File: src/rtl/slic_pkg.sv
// shared types and constants for the status led indicator controller
`default_nettype none

package slic_pkg;

  // event codes
  typedef enum logic [3:0] {
    CMD_TICK       = 4'd0,
    CMD_SET_STATE  = 4'd1,
    CMD_IDENTIFY   = 4'd2,
    CMD_HEARTBEAT  = 4'd3,
    CMD_DISCONNECT = 4'd4,
    CMD_ACTIVITY   = 4'd5,
    CMD_OVR_COLOUR = 4'd6,
    CMD_OVR_BLINK  = 4'd7,
    CMD_OVR_RESET  = 4'd8
  } cmd_t;

  // link state
  typedef enum logic [1:0] {
    LINK_WAITING   = 2'd0,
    LINK_SCANNED   = 2'd1,
    LINK_CONNECTED = 2'd2
  } link_t;

  // blink speed codes
  typedef enum logic [1:0] {
    SPD_NONE = 2'd0,
    SPD_SLOW = 2'd1,
    SPD_MID  = 2'd2,
    SPD_FAST = 2'd3
  } speed_t;

  // register indexes
  typedef enum logic [2:0] {
    REG_HB_TIMEOUT  = 3'd0,
    REG_ACT_TIMEOUT = 3'd1,
    REG_SLOW_HALF   = 3'd2,
    REG_MID_HALF    = 3'd3,
    REG_FAST_HALF   = 3'd4
  } reg_idx_t;

  localparam int unsigned AddrW    = 5;
  localparam int unsigned ElapsedW = 17;

  localparam logic [ElapsedW-1:0] ElapsedMax = {ElapsedW{1'b1}};

  localparam logic [15:0] HbTimeoutRst  = 16'd3000;
  localparam logic [15:0] ActTimeoutRst = 16'd500;
  localparam logic [15:0] SlowHalfRst   = 16'd500;
  localparam logic [15:0] MidHalfRst    = 16'd250;
  localparam logic [15:0] FastHalfRst   = 16'd125;

  localparam logic [23:0] ColWaiting   = 24'h402000;
  localparam logic [23:0] ColScanned   = 24'h004000;
  localparam logic [23:0] ColConnected = 24'h000040;
  localparam logic [7:0]  WhiteKey     = 8'hFF;

endpackage

`default_nettype wire

File: src/rtl/status_led_indicator_controller_core.sv
// top level of the status led indicator controller
`default_nettype none

// Status LED controller core. Each accepted request (tick, state change, heartbeat, activity,
// override commands) updates the link, timeout, override and blink state and yields at most
// one red/green/blue result, only when the shown colour changes or nothing was sent since
// reset. A request is held in the input register and is worked out by one pass of
// logic into the result register, so one request is taken every cycle; it is held only while
// a finished result is stalled at the output. Timing registers are written over the APB-style
// port at byte address 4*index and read back there; pready is always high.
module status_led_indicator_controller_core (
  input  wire logic                      clk,
  input  wire logic                      rst_n,
  // request channel
  input  wire logic                      in_valid,
  output logic                           in_stall,
  input  wire logic [3:0]                in_command,
  input  wire logic [1:0]                in_target_state,
  input  wire logic [7:0]                in_override_red,
  input  wire logic [7:0]                in_override_green,
  input  wire logic [7:0]                in_override_blue,
  input  wire logic [7:0]                in_blink_speed,
  // result channel
  output logic                           out_valid,
  input  wire logic                      out_stall,
  output logic [7:0]                     out_red,
  output logic [7:0]                     out_green,
  output logic [7:0]                     out_blue,
  // configuration port
  input  wire logic                      psel,
  input  wire logic                      penable,
  input  wire logic                      pwrite,
  input  wire logic [slic_pkg::AddrW-1:0] paddr,
  input  wire logic [31:0]               pwdata,
  output logic [31:0]                    prdata,
  output logic                           pready
);
  import slic_pkg::*;

  // configuration registers
  logic [15:0] hb_timeout_r, act_timeout_r, slow_half_r, mid_half_r, fast_half_r;
  logic [2:0]  cfg_idx;

  // input register
  logic        in_full_r;
  logic [3:0]  cmd_r;
  logic [1:0]  tgt_r;
  logic [7:0]  ovr_r_r, ovr_g_r, ovr_b_r, spd_r;

  // block state
  link_t                link_r, link_nxt;
  logic                 act_blink_r, act_blink_nxt;
  logic                 ovr_act_r, ovr_act_nxt;
  logic [23:0]          ovr_col_r, ovr_col_nxt;
  speed_t               ovr_spd_r, ovr_spd_nxt;
  logic [15:0]          half_r, half_nxt;
  logic                 blink_on_r, blink_on_nxt;
  logic [15:0]          cdown_r, cdown_nxt;
  logic [ElapsedW-1:0]  hb_el_r, hb_el_nxt;
  logic [ElapsedW-1:0]  act_el_r, act_el_nxt;
  logic [23:0]          shown_r;
  logic                 shown_valid_r;

  // result register
  logic        out_valid_r;
  logic [23:0] out_col_r;

  logic        advance;
  logic [23:0] want_col;
  logic [15:0] want_half;
  logic [15:0] cdown_dec;
  logic [23:0] show;
  logic        emit;

  assign cfg_idx = paddr[AddrW-1:2];
  assign pready  = 1'b1;

  // register writes
  always_ff @(posedge clk) begin
    if (!rst_n) begin
      hb_timeout_r  <= HbTimeoutRst;
      act_timeout_r <= ActTimeoutRst;
      slow_half_r   <= SlowHalfRst;
      mid_half_r    <= MidHalfRst;
      fast_half_r   <= FastHalfRst;
    end else if (psel && penable && pwrite) begin
      case (cfg_idx)
        REG_HB_TIMEOUT:  hb_timeout_r  <= pwdata[15:0];
        REG_ACT_TIMEOUT: act_timeout_r <= pwdata[15:0];
        REG_SLOW_HALF:   slow_half_r   <= pwdata[15:0];
        REG_MID_HALF:    mid_half_r    <= pwdata[15:0];
        REG_FAST_HALF:   fast_half_r   <= pwdata[15:0];
        default: ;
      endcase
    end
  end

  // register read back
  always_comb begin
    case (cfg_idx)
      REG_HB_TIMEOUT:  prdata = {16'd0, hb_timeout_r};
      REG_ACT_TIMEOUT: prdata = {16'd0, act_timeout_r};
      REG_SLOW_HALF:   prdata = {16'd0, slow_half_r};
      REG_MID_HALF:    prdata = {16'd0, mid_half_r};
      REG_FAST_HALF:   prdata = {16'd0, fast_half_r};
      default:         prdata = 32'd0;
    endcase
  end

  // the held request moves on once the result slot is free
  assign advance  = in_full_r && !(out_valid_r && out_stall);
  assign in_stall = in_full_r && !advance;

  // input register
  always_ff @(posedge clk) begin
    if (!rst_n) begin
      in_full_r <= 1'b0;
    end else if (in_valid && !in_stall) begin
      in_full_r <= 1'b1;
    end else if (advance) begin
      in_full_r <= 1'b0;
    end
  end

  always_ff @(posedge clk) begin
    if (in_valid && !in_stall) begin
      cmd_r   <= in_command;
      tgt_r   <= in_target_state;
      ovr_r_r <= in_override_red;
      ovr_g_r <= in_override_green;
      ovr_b_r <= in_override_blue;
      spd_r   <= in_blink_speed;
    end
  end

  // command effects on link, override and timeout state
  always_comb begin
    link_nxt      = link_r;
    act_blink_nxt = act_blink_r;
    ovr_act_nxt   = ovr_act_r;
    ovr_col_nxt   = ovr_col_r;
    ovr_spd_nxt   = ovr_spd_r;
    hb_el_nxt     = hb_el_r;
    act_el_nxt    = act_el_r;
    case (cmd_r)
      CMD_TICK: begin
        if (hb_el_r != ElapsedMax) hb_el_nxt = hb_el_r + 1'b1;
        if (act_el_r != ElapsedMax) act_el_nxt = act_el_r + 1'b1;
        if (link_r == LINK_CONNECTED && hb_el_nxt > {1'b0, hb_timeout_r}) begin
          link_nxt      = LINK_WAITING;
          act_blink_nxt = 1'b0;
          ovr_act_nxt   = 1'b0;
          ovr_spd_nxt   = SPD_NONE;
        end
        if (act_blink_nxt && act_el_nxt > {1'b0, act_timeout_r}) act_blink_nxt = 1'b0;
      end
      CMD_SET_STATE: begin
        case (tgt_r)
          LINK_WAITING, LINK_SCANNED: begin
            link_nxt      = link_t'(tgt_r);
            act_blink_nxt = 1'b0;
          end
          LINK_CONNECTED: link_nxt = LINK_CONNECTED;
          default: ;
        endcase
      end
      CMD_IDENTIFY: begin
        link_nxt      = LINK_SCANNED;
        act_blink_nxt = 1'b0;
      end
      CMD_HEARTBEAT: begin
        hb_el_nxt = '0;
        link_nxt  = LINK_CONNECTED;
      end
      CMD_DISCONNECT: begin
        ovr_act_nxt   = 1'b0;
        ovr_spd_nxt   = SPD_NONE;
        act_blink_nxt = 1'b0;
        link_nxt      = LINK_SCANNED;
      end
      CMD_ACTIVITY: begin
        if (link_r == LINK_CONNECTED && !ovr_act_r) begin
          act_el_nxt    = '0;
          act_blink_nxt = 1'b1;
        end
      end
      CMD_OVR_COLOUR: begin
        // all-white colour cancels the override
        if (ovr_r_r == WhiteKey && ovr_g_r == WhiteKey && ovr_b_r == WhiteKey) begin
          ovr_act_nxt = 1'b0;
          ovr_spd_nxt = SPD_NONE;
        end else begin
          ovr_act_nxt = 1'b1;
          ovr_col_nxt = {ovr_r_r, ovr_g_r, ovr_b_r};
        end
      end
      CMD_OVR_BLINK: ovr_spd_nxt = (spd_r > 8'd3) ? SPD_NONE : speed_t'(spd_r[1:0]);
      CMD_OVR_RESET: begin
        ovr_act_nxt = 1'b0;
        ovr_spd_nxt = SPD_NONE;
      end
      default: ;
    endcase
  end

  // wanted colour and half period from the updated state
  always_comb begin
    if (ovr_act_nxt) begin
      want_col = ovr_col_nxt;
      case (ovr_spd_nxt)
        SPD_SLOW: want_half = slow_half_r;
        SPD_MID:  want_half = mid_half_r;
        SPD_FAST: want_half = fast_half_r;
        default:  want_half = 16'd0;
      endcase
    end else begin
      case (link_nxt)
        LINK_WAITING: begin
          want_col  = ColWaiting;
          want_half = 16'd0;
        end
        LINK_SCANNED: begin
          want_col  = ColScanned;
          want_half = 16'd0;
        end
        default: begin
          want_col  = ColConnected;
          want_half = act_blink_nxt ? fast_half_r : 16'd0;
        end
      endcase
    end
  end

  // blink phase: take over a new half period, else count down on ticks
  assign cdown_dec = (cdown_r != 16'd0) ? cdown_r - 16'd1 : 16'd0;

  always_comb begin
    half_nxt     = half_r;
    blink_on_nxt = blink_on_r;
    cdown_nxt    = cdown_r;
    if (want_half != half_r) begin
      half_nxt     = want_half;
      blink_on_nxt = 1'b1;
      cdown_nxt    = want_half;
    end else if (cmd_r == CMD_TICK && half_r != 16'd0) begin
      if (cdown_dec == 16'd0) begin
        cdown_nxt    = half_r;
        blink_on_nxt = !blink_on_r;
      end else begin
        cdown_nxt = cdown_dec;
      end
    end
  end

  // colour on the led and whether it is new
  assign show = (half_nxt == 16'd0 || blink_on_nxt) ? want_col : 24'd0;
  assign emit = !shown_valid_r || (show != shown_r);

  // state update
  always_ff @(posedge clk) begin
    if (!rst_n) begin
      link_r        <= LINK_WAITING;
      act_blink_r   <= 1'b0;
      ovr_act_r     <= 1'b0;
      ovr_col_r     <= 24'd0;
      ovr_spd_r     <= SPD_NONE;
      half_r        <= 16'd0;
      blink_on_r    <= 1'b1;
      cdown_r       <= 16'd0;
      hb_el_r       <= '0;
      act_el_r      <= '0;
      shown_r       <= 24'd0;
      shown_valid_r <= 1'b0;
    end else if (advance) begin
      link_r      <= link_nxt;
      act_blink_r <= act_blink_nxt;
      ovr_act_r   <= ovr_act_nxt;
      ovr_col_r   <= ovr_col_nxt;
      ovr_spd_r   <= ovr_spd_nxt;
      half_r      <= half_nxt;
      blink_on_r  <= blink_on_nxt;
      cdown_r     <= cdown_nxt;
      hb_el_r     <= hb_el_nxt;
      act_el_r    <= act_el_nxt;
      if (emit) begin
        shown_r       <= show;
        shown_valid_r <= 1'b1;
      end
    end
  end

  // result register
  always_ff @(posedge clk) begin
    if (!rst_n) begin
      out_valid_r <= 1'b0;
    end else if (advance && emit) begin
      out_valid_r <= 1'b1;
    end else if (!out_stall) begin
      out_valid_r <= 1'b0;
    end
  end

  always_ff @(posedge clk) begin
    if (advance && emit) out_col_r <= show;
  end

  assign out_valid = out_valid_r;
  assign out_red   = out_col_r[23:16];
  assign out_green = out_col_r[15:8];
  assign out_blue  = out_col_r[7:0];

endmodule

`default_nettype wire

File: config.mk
export PLATFORM = sky130hd
export DESIGN_NAME = status_led_indicator_controller_core
export DESIGN_NICKNAME = d
export VERILOG_FILES = /design/src/rtl/slic_pkg.sv /design/src/rtl/status_led_indicator_controller_core.sv
export SDC_FILE = /design/constraint.sdc
export NUM_CORES = 1
export LEC_CHECK = 0
export ABC_AREA = 1
export BUFFER_PORTS_ARGS = -buffer_cell sky130_fd_sc_hd__buf_2
export CAP_MARGIN = 20
export CORE_AREA = 10 10 231 233
export CTS_CLUSTER_DIAMETER = 150
export DETAILED_ROUTE_END_ITERATION = 10
export DIE_AREA = 0 0 241 243
export PLACE_DENSITY = 0.45
export SLEW_MARGIN = 20
export SYNTH_ARGS = -nofsm -noshare
export SYNTH_HDL_FRONTEND = slang
export SYNTH_SLANG_ARGS = --single-unit
File: constraint.sdc
create_clock -name clk -period 7.7 [get_ports clk]
set_input_delay 1.155 -clock clk [delete_from_list [all_inputs] [get_ports clk]]
set_output_delay 1.155 -clock clk [all_outputs]
set_load 0.02 [all_outputs]
==> out/qor.tcl, run 1 <==
set qor(route.antenna.remaining_nets) 0
set qor(hold_buffers) 0
set qor(use_met2_pct) 24.4
set qor(setup_viol) 0
set qor(antenna_found_initial) 1
set qor(cts.sinks) 266
set qor(max-cap-violations) 0
set qor(synth_compound_gate_area_share_pct) 15.2
set qor(grt.total_usage_pct) 15.8
set qor(holdCritPathClass) {reg2reg}
set qor(diodes) 0
set qor(first_global_vias) 12800
set qor(flow.area_growth_from_synthesis_pct) 15.1
set qor(post-route-period-util_pct) 86.9
set qor(required_ns) 7.92
set qor(area_used_by_sequential_logic_in_the_layout_um2) 5950
set qor(drtIter0Drc) 990
set qor(ys_ff_latch) 266
set qor(timing.reg2reg.setup_slack_ns) 1.01
set qor(timing.fmax_mhz) 150
set qor(deepest_clock_path_buffer_count) 3
set qor(placement.setup.worst_slack_ns) 0.967
set qor(clk_pin_slew_worst_paths_ns) 0.06
set qor(post_synthesis_area_per_instance_um2) 7.13
set qor(globalRoute.busiestLayer) {met2}
set qor(detail_route.drc_violations) 0
set qor(post_synth_mux_area_share_pct) 1.31
set qor(fp.dieArea_um2) 58600
set qor(dominant_combinational_cell_family_by_area_after_synthesis) {simple AND/OR/NAND/NOR gates}
set qor(synth_cells) 2034
set qor(most_common_cell_on_crit_path) {nand2_1}
set qor(fill_cells) 5190
set qor(finalWeightedCongestion) 0.856
set qor(buffer_ports.inserted) 105
set qor(slew_headroom_pct) 31.2
set qor(global_route.usage.met1_pct) 21.9
set qor(startpoint_type) {register}
set qor(netlist_area_um2) 14500
set qor(wl_per_cell_um) 17.1
set qor(synthAdderAreaFrac_pct) 3.02
set qor(use_met3_pct) 2.48
set qor(worst_ir_drop_vdd_uv) 168
set qor(netlist.area_leader.share_pct) 28.1
set qor(area_used_by_multi_input_combinational_logic_um2) 7140
set qor(post_synth_and_or_nand_nor_area_fraction_pct) 27.2
set qor(worst-setup-path-type) {reg2reg}
set qor(grt_remaining_overflow) 0
set qor(cts-htree-levels) 2
set qor(drt_first_pass_iters) 5
set qor(final_cell_mix) {463 x nand2_1, 252 x inv_1, 204 x dfxtp_1}
set qor(stdcell_count) 2757
set qor(ys.warnings.count) 0
set qor(power.density_cell_area_nw_per_um2) 218
set qor(p_leak_nw) 7.57
set qor(initial_core_util_pct) 29.8
set qor(post_synth_main_area_contributors) {dfxtp_1 28%, edfxtp_1 13%, nand2_1 12%}
set qor(outcome) {finished clean}
set qor(yosysTopAreaCell) {dfxtp_1}
set qor(worst_clock_skew_ns) 0.0269
set qor(finalInstanceArea_um2) 16700
set qor(hpwlAfterDp_um) 33600
set qor(clk_root_buffer_cell) {clkbuf_16}
set qor(synth_xor_area_share_pct) 1.93
set qor(cells_after_dpl) 2695
set qor(layout.core_utilization_pct) 34.3
set qor(via_count) 13500
set qor(setup-tns-final_ns) 0
set qor(final-hold-violation-count) 0
set qor(numCtsBuffers) 35
set qor(final-max-slew-violation-count) 0
set qor(grt_setup_unrepaired) {no}
set qor(first_pass_grt_wire_length_um) 73400
set qor(finalCriticalPeriod_ns) 6.69
set qor(drive_gt1_share_pct) 10.4
set qor(placeableCoreArea_um2) 48600
set qor(die_w_um) 241
set qor(slowest_cp_cell) {dfxtp_1}
set qor(avgViaCountPerCell) 4.89
set qor(tightestPinTransition_ns) 1.03
set qor(max_stage_delay_ns) 0.39
set qor(cts.repair.resized) 0
set qor(wirelength_um) 47000
set qor(grt_start_max_net_pins) 85
set qor(rows) 81
set qor(setup_slack_ns) 1.01
set qor(setup.worst_path.end_class) {register}
set qor(post_synth_num_cell_types) 45
set qor(final_common_cell) {nand2_1}
set qor(synth_seq_area_share_pct) 41.0
set qor(vert_die_dim_um) 243
set qor(arrival_ns) 6.91
set qor(power_mw) 3.65
set qor(post_dp_cell_area_um2) 15600
set qor(biggest_fanout_along_the_worst_timing_path) 44
set qor(finalNetCount) 2227
set qor(post-cts-setup-buffers) 0
set qor(worstSkewPairLatency_ns) 0.55
set qor(floorplan.io_pins) 141
set qor(cts_tree) {done}
set qor(whs_ns) 0.455
cells in the mapped netlist (all sizes together):
cell     number
nand2       472
inv         258
dfxtp       204
nor2        194
nand3       165
a21oi       157
o21ai       156
clkbuf       62
edfxtp       62
buf          46
nor3         43
ha           35
o211ai       28
nand4        25
mux2i        19
a31oi        17
a221oi       16
xnor2        16
xor2         16
nand3b       13
nor4          6
o22ai         4
a211oi        3
nor3b         3
a21o          2
a41oi         2
conb          2
o221ai        2
or2           2
a21boi        1
a22oi         1
clkinv        1
o2111ai       1
final cells by class:
| class | count | area share [%] |
|---|---|---|
| multi-input cells | 1416 | 42.7 |
| flip-flops and latches | 266 | 35.6 |
| clock buffers | 50 | 6.20 |
| inverters | 259 | 5.82 |
| well taps | 622 | 4.66 |
| repair buffers | 132 | 4.45 |
| clock inverters | 12 | 0.517 |
per-layer routing:
metal  routed length (um)  share of wire, %
met5                   12             0.026
met4                 1450               3.1
met3                 2470               5.3
met2                20800                44
met1                22300                47
flip-flops by register name (all words and copies together) (netlist names), 16 cells and up:
name           cells
slow_half_r       16
ovr_col_r         24
hb_timeout_r      16
act_timeout_r     16
hb_el_r           17
cdown_r           16
half_r            16
act_el_r          17
mid_half_r        16
shown_r           24
out_col_r         24
fast_half_r       16
worst max-delay path: cells and delay by family (launching register included):
family                   cells  cell delay [ns]
adder cells (fa/ha/maj)      2             0.48
XOR/XNOR                     1             0.09
AND/OR/NAND/NOR             40             4.22
flip-flops                   1             0.39
buffers and inverters        9             1.04
AO/OA/AOI/OAI                1             0.09
cells by family (layout without fill, tap and decap cells):
logic type,Yosys count,count (layout)
buffers and inverters,367,453
XOR/XNOR,32,32
AO/OA/AOI/OAI,390,390
adder cells (fa/ha/maj),35,35
AND/OR/NAND/NOR,923,923
multiplexers,19,19
other,2,17
flip-flops,266,266
power by group:
group / internal (mW) / switching, mW / total [mW]
Sequential: 1.49 / 0.0390 / 1.53
Clock: 0.967 / 0.648 / 1.61
Combinational: 0.158 / 0.345 / 0.503
Total: 2.62 / 1.03 / 3.65
path summary, 6_finish.rpt:
path,from,depth (start not counted),endpoint
worst max-delay path,hb_el_r[0],53,out_col_r[11]
worst min register to register,shown_valid_r,2,shown_valid_r
worst max register to register,hb_el_r[0],53,out_col_r[11]
worst min-delay path,shown_valid_r,2,shown_valid_r
Note: power is estimated with default switching activity, not from simulation.
==> inputs of run 2 (changes only) <==
--- a/config.mk
+++ b/config.mk
@@ -8,10 +8,10 @@
 export ABC_AREA = 1
 export BUFFER_PORTS_ARGS = -buffer_cell sky130_fd_sc_hd__buf_2
 export CAP_MARGIN = 20
-export CORE_AREA = 10 10 231 233
+export CORE_AREA = 10 10 274 198
 export CTS_CLUSTER_DIAMETER = 150
 export DETAILED_ROUTE_END_ITERATION = 10
-export DIE_AREA = 0 0 241 243
+export DIE_AREA = 0 0 284 208
 export PLACE_DENSITY = 0.45
 export SLEW_MARGIN = 20
 export SYNTH_ARGS = -nofsm -noshare
==> constraint.sdc (replaced) <==
create_clock -name clk -period 8 [get_ports clk]
set_input_delay 1.2 -clock clk [delete_from_list [all_inputs] [get_ports clk]]
set_output_delay 1.2 -clock clk [all_outputs]
set_load 0.02 [all_outputs]
==> out/qor.tcl, run 2 (synthesis gave the netlist of run 1 again) <==
set qor(outcome) {finished clean} ;# unchanged
set qor(worst_ir_drop_vdd_uv) 164 ;# was 168 uV
set qor(vert_die_dim_um) 208 ;# was 243 um
set qor(first_pass_grt_wire_length_um) 73700 ;# was 73400 um
set qor(setup_viol) 0 ;# unchanged
set qor(setup.worst_path.end_class) {register} ;# unchanged
set qor(p_leak_nw) 7.50 ;# was 7.57 nW
set qor(final-max-slew-violation-count) 0 ;# unchanged
set qor(arrival_ns) 7.43 ;# was 6.91 ns
set qor(max-cap-violations) 0 ;# unchanged
set qor(slew_headroom_pct) 32.4 ;# was 31.2%
set qor(grt_start_max_net_pins) 86 ;# was 85
set qor(placeableCoreArea_um2) 48800 ;# was 48600 um2
set qor(layout.core_utilization_pct) 34.2 ;# was 34.3%
set qor(slowest_cp_cell) {nor2_1} ;# was dfxtp_1
set qor(biggest_fanout_along_the_worst_timing_path) 26 ;# was 44
set qor(finalWeightedCongestion) 0.841 ;# was 0.856
set qor(detail_route.drc_violations) 0 ;# unchanged
set qor(most_common_cell_on_crit_path) {nand2_1} ;# unchanged
set qor(worstSkewPairLatency_ns) 0.60 ;# was 0.55 ns
set qor(clk_pin_slew_worst_paths_ns) 0.06 ;# about the same
set qor(hold_buffers) 0 ;# unchanged
set qor(wirelength_um) 47500 ;# was 47000 um
set qor(grt_remaining_overflow) 0 ;# unchanged
set qor(drt_first_pass_iters) 6 ;# was 5
set qor(finalNetCount) 2218 ;# was 2227
set qor(buffer_ports.inserted) 105 ;# unchanged
set qor(via_count) 13600 ;# was 13500
set qor(grt.total_usage_pct) 15.4 ;# was 15.8%
set qor(deepest_clock_path_buffer_count) 3 ;# unchanged
set qor(cts_tree) {done} ;# unchanged
set qor(final-hold-violation-count) 0 ;# unchanged
set qor(numCtsBuffers) 31 ;# was 35
set qor(route.antenna.remaining_nets) 0 ;# unchanged
set qor(setup-tns-final_ns) 0 ;# unchanged
set qor(post-route-period-util_pct) 89.1 ;# was 86.9%
set qor(grt_setup_unrepaired) {no} ;# unchanged
set qor(rows) 68 ;# was 81
set qor(first_global_vias) 12700 ;# was 12800
set qor(wl_per_cell_um) 17.0 ;# was 17.1 um
set qor(worst_clock_skew_ns) 0.0160 ;# was 0.0269 ns
set qor(startpoint_type) {register} ;# unchanged
set qor(floorplan.io_pins) 141 ;# unchanged
set qor(cts-htree-levels) 1 ;# was 2
set qor(holdCritPathClass) {reg2reg} ;# unchanged
set qor(die_w_um) 284 ;# was 241 um
set qor(final_common_cell) {nand2_1} ;# unchanged
set qor(worst-setup-path-type) {reg2reg} ;# unchanged
set qor(tightestPinTransition_ns) 1.01 ;# was 1.03 ns
set qor(final_cell_mix) {462 x nand2_1, 252 x inv_1, 204 x dfxtp_1} ;# was 463 x nand2_1, 252 x inv_1, 204 x dfxtp_1
set qor(drtIter0Drc) 1165 ;# was 990
set qor(power.density_cell_area_nw_per_um2) 207 ;# was 218 nW/um2
set qor(flow.area_growth_from_synthesis_pct) 14.8 ;# was 15.1%
set qor(cts.sinks) 266 ;# unchanged
set qor(fp.dieArea_um2) 59100 ;# was 58600 um2
set qor(max_stage_delay_ns) 0.49 ;# was 0.39 ns
set qor(hpwlAfterDp_um) 34300 ;# was 33600 um
set qor(clk_root_buffer_cell) {clkbuf_16} ;# unchanged
set qor(initial_core_util_pct) 29.8 ;# about the same
set qor(required_ns) 8.30 ;# was 7.92 ns
set qor(finalCriticalPeriod_ns) 7.12 ;# was 6.69 ns
set qor(reg_top3) {out_col_r (24), ovr_col_r (24), shown_r (24)} ;# unchanged
set qor(antenna_found_initial) 1 ;# unchanged
set qor(timing.fmax_mhz) 140 ;# was 150 MHz
set qor(avgViaCountPerCell) 4.86 ;# was 4.89
set qor(drive_gt1_share_pct) 10.1 ;# was 10.4%
## run 2: changes by cell type in the layout (fill, tap and decap cells not counted), moves of 2 or more
cell / change
buf_4: -6
clkbuf_16: -6
clkbuf_8: -4
bufinv_16: +3
clkinv_2: +3
diode_2: +2
## run 2: timing repair
item                                    CTS  global route
endpoints found under the setup margin    0            47
resized for setup                         0             2
endpoints found under the hold margin     0             0
buffers inserted                          0             0
## run 2: metrics by stage
step | worst slack [ns] | instances | power [mW] | cell area, um2 | hold slack [ns]
2_1_floorplan | 2.22 | 2049 | 1.83 | 14600 | 0.436
3_3_place_gp | 0.688 | 2732 | 1.98 | 15600 | 0.444
3_5_place_dp | 0.610 | 2732 | 1.99 | 15600 | 0.455
4_1_cts | 0.552 | 2790 | 3.48 | 16600 | 0.464
5_1_grt | 0.0466 | 2791 | 3.61 | 16700 | 0.500
6_report | 0.875 | 2793 | 3.45 | 16700 | 0.467
## run 2: power by group
part	leakage (nW)	switching (mW)	total (mW)	internal, mW
logic	4.73	0.343	0.494	0.151
clock network	0.514	0.619	1.48	0.862
registers	2.25	0.0394	1.47	1.43
total	7.50	1.00	3.45	2.45
## run 2: worst paths after layout
check,startpoint,end,slack (ns),cells past startpoint
worst min-delay path,shown_valid_r,shown_valid_r,0.47,2
worst max register to register,hb_el_r[0],out_col_r[20],0.88,47
worst max-delay path,hb_el_r[0],out_col_r[20],0.88,47
worst min register to register,shown_valid_r,shown_valid_r,0.47,2
## run 2: area by class of cell
class | count | area (um2)
Clock inverter | 19 | 213
Fill cell | 5235 | 32100
Antenna cell | 2 | 5.00
Timing Repair Buffer | 126 | 698
Multi-Input combinational cell | 1417 | 7170
Tap cell | 665 | 832
Clock buffer | 39 | 826
Inverter | 259 | 972
Sequential cell | 266 | 5950
## run 2: worst max-delay path, delay by kind of cell, from the launching register on
kind | cells | cell delay, ns
xor gates and xnor gates | 1 | 0.28
and+or+nand+nor | 36 | 4.67
adders and majority gates | 2 | 0.47
DFF | 1 | 0.39
buffers and inverters | 7 | 0.83
AOI/OAI and AO/OA | 1 | 0.13
## run 2: metal layers
| layer | GRT usage, % | vias up | wire length (um) |
|---|---|---|---|
| li1 | - | 6833 | - |
| met1 | 23.2 | 6395 | 24400 |
| met2 | 22.3 | 307 | 19500 |
| met3 | 2.78 | 49 | 2900 |
| met4 | 2.98 | 0 | 729 |
| met5 | 0 | - | 0 |
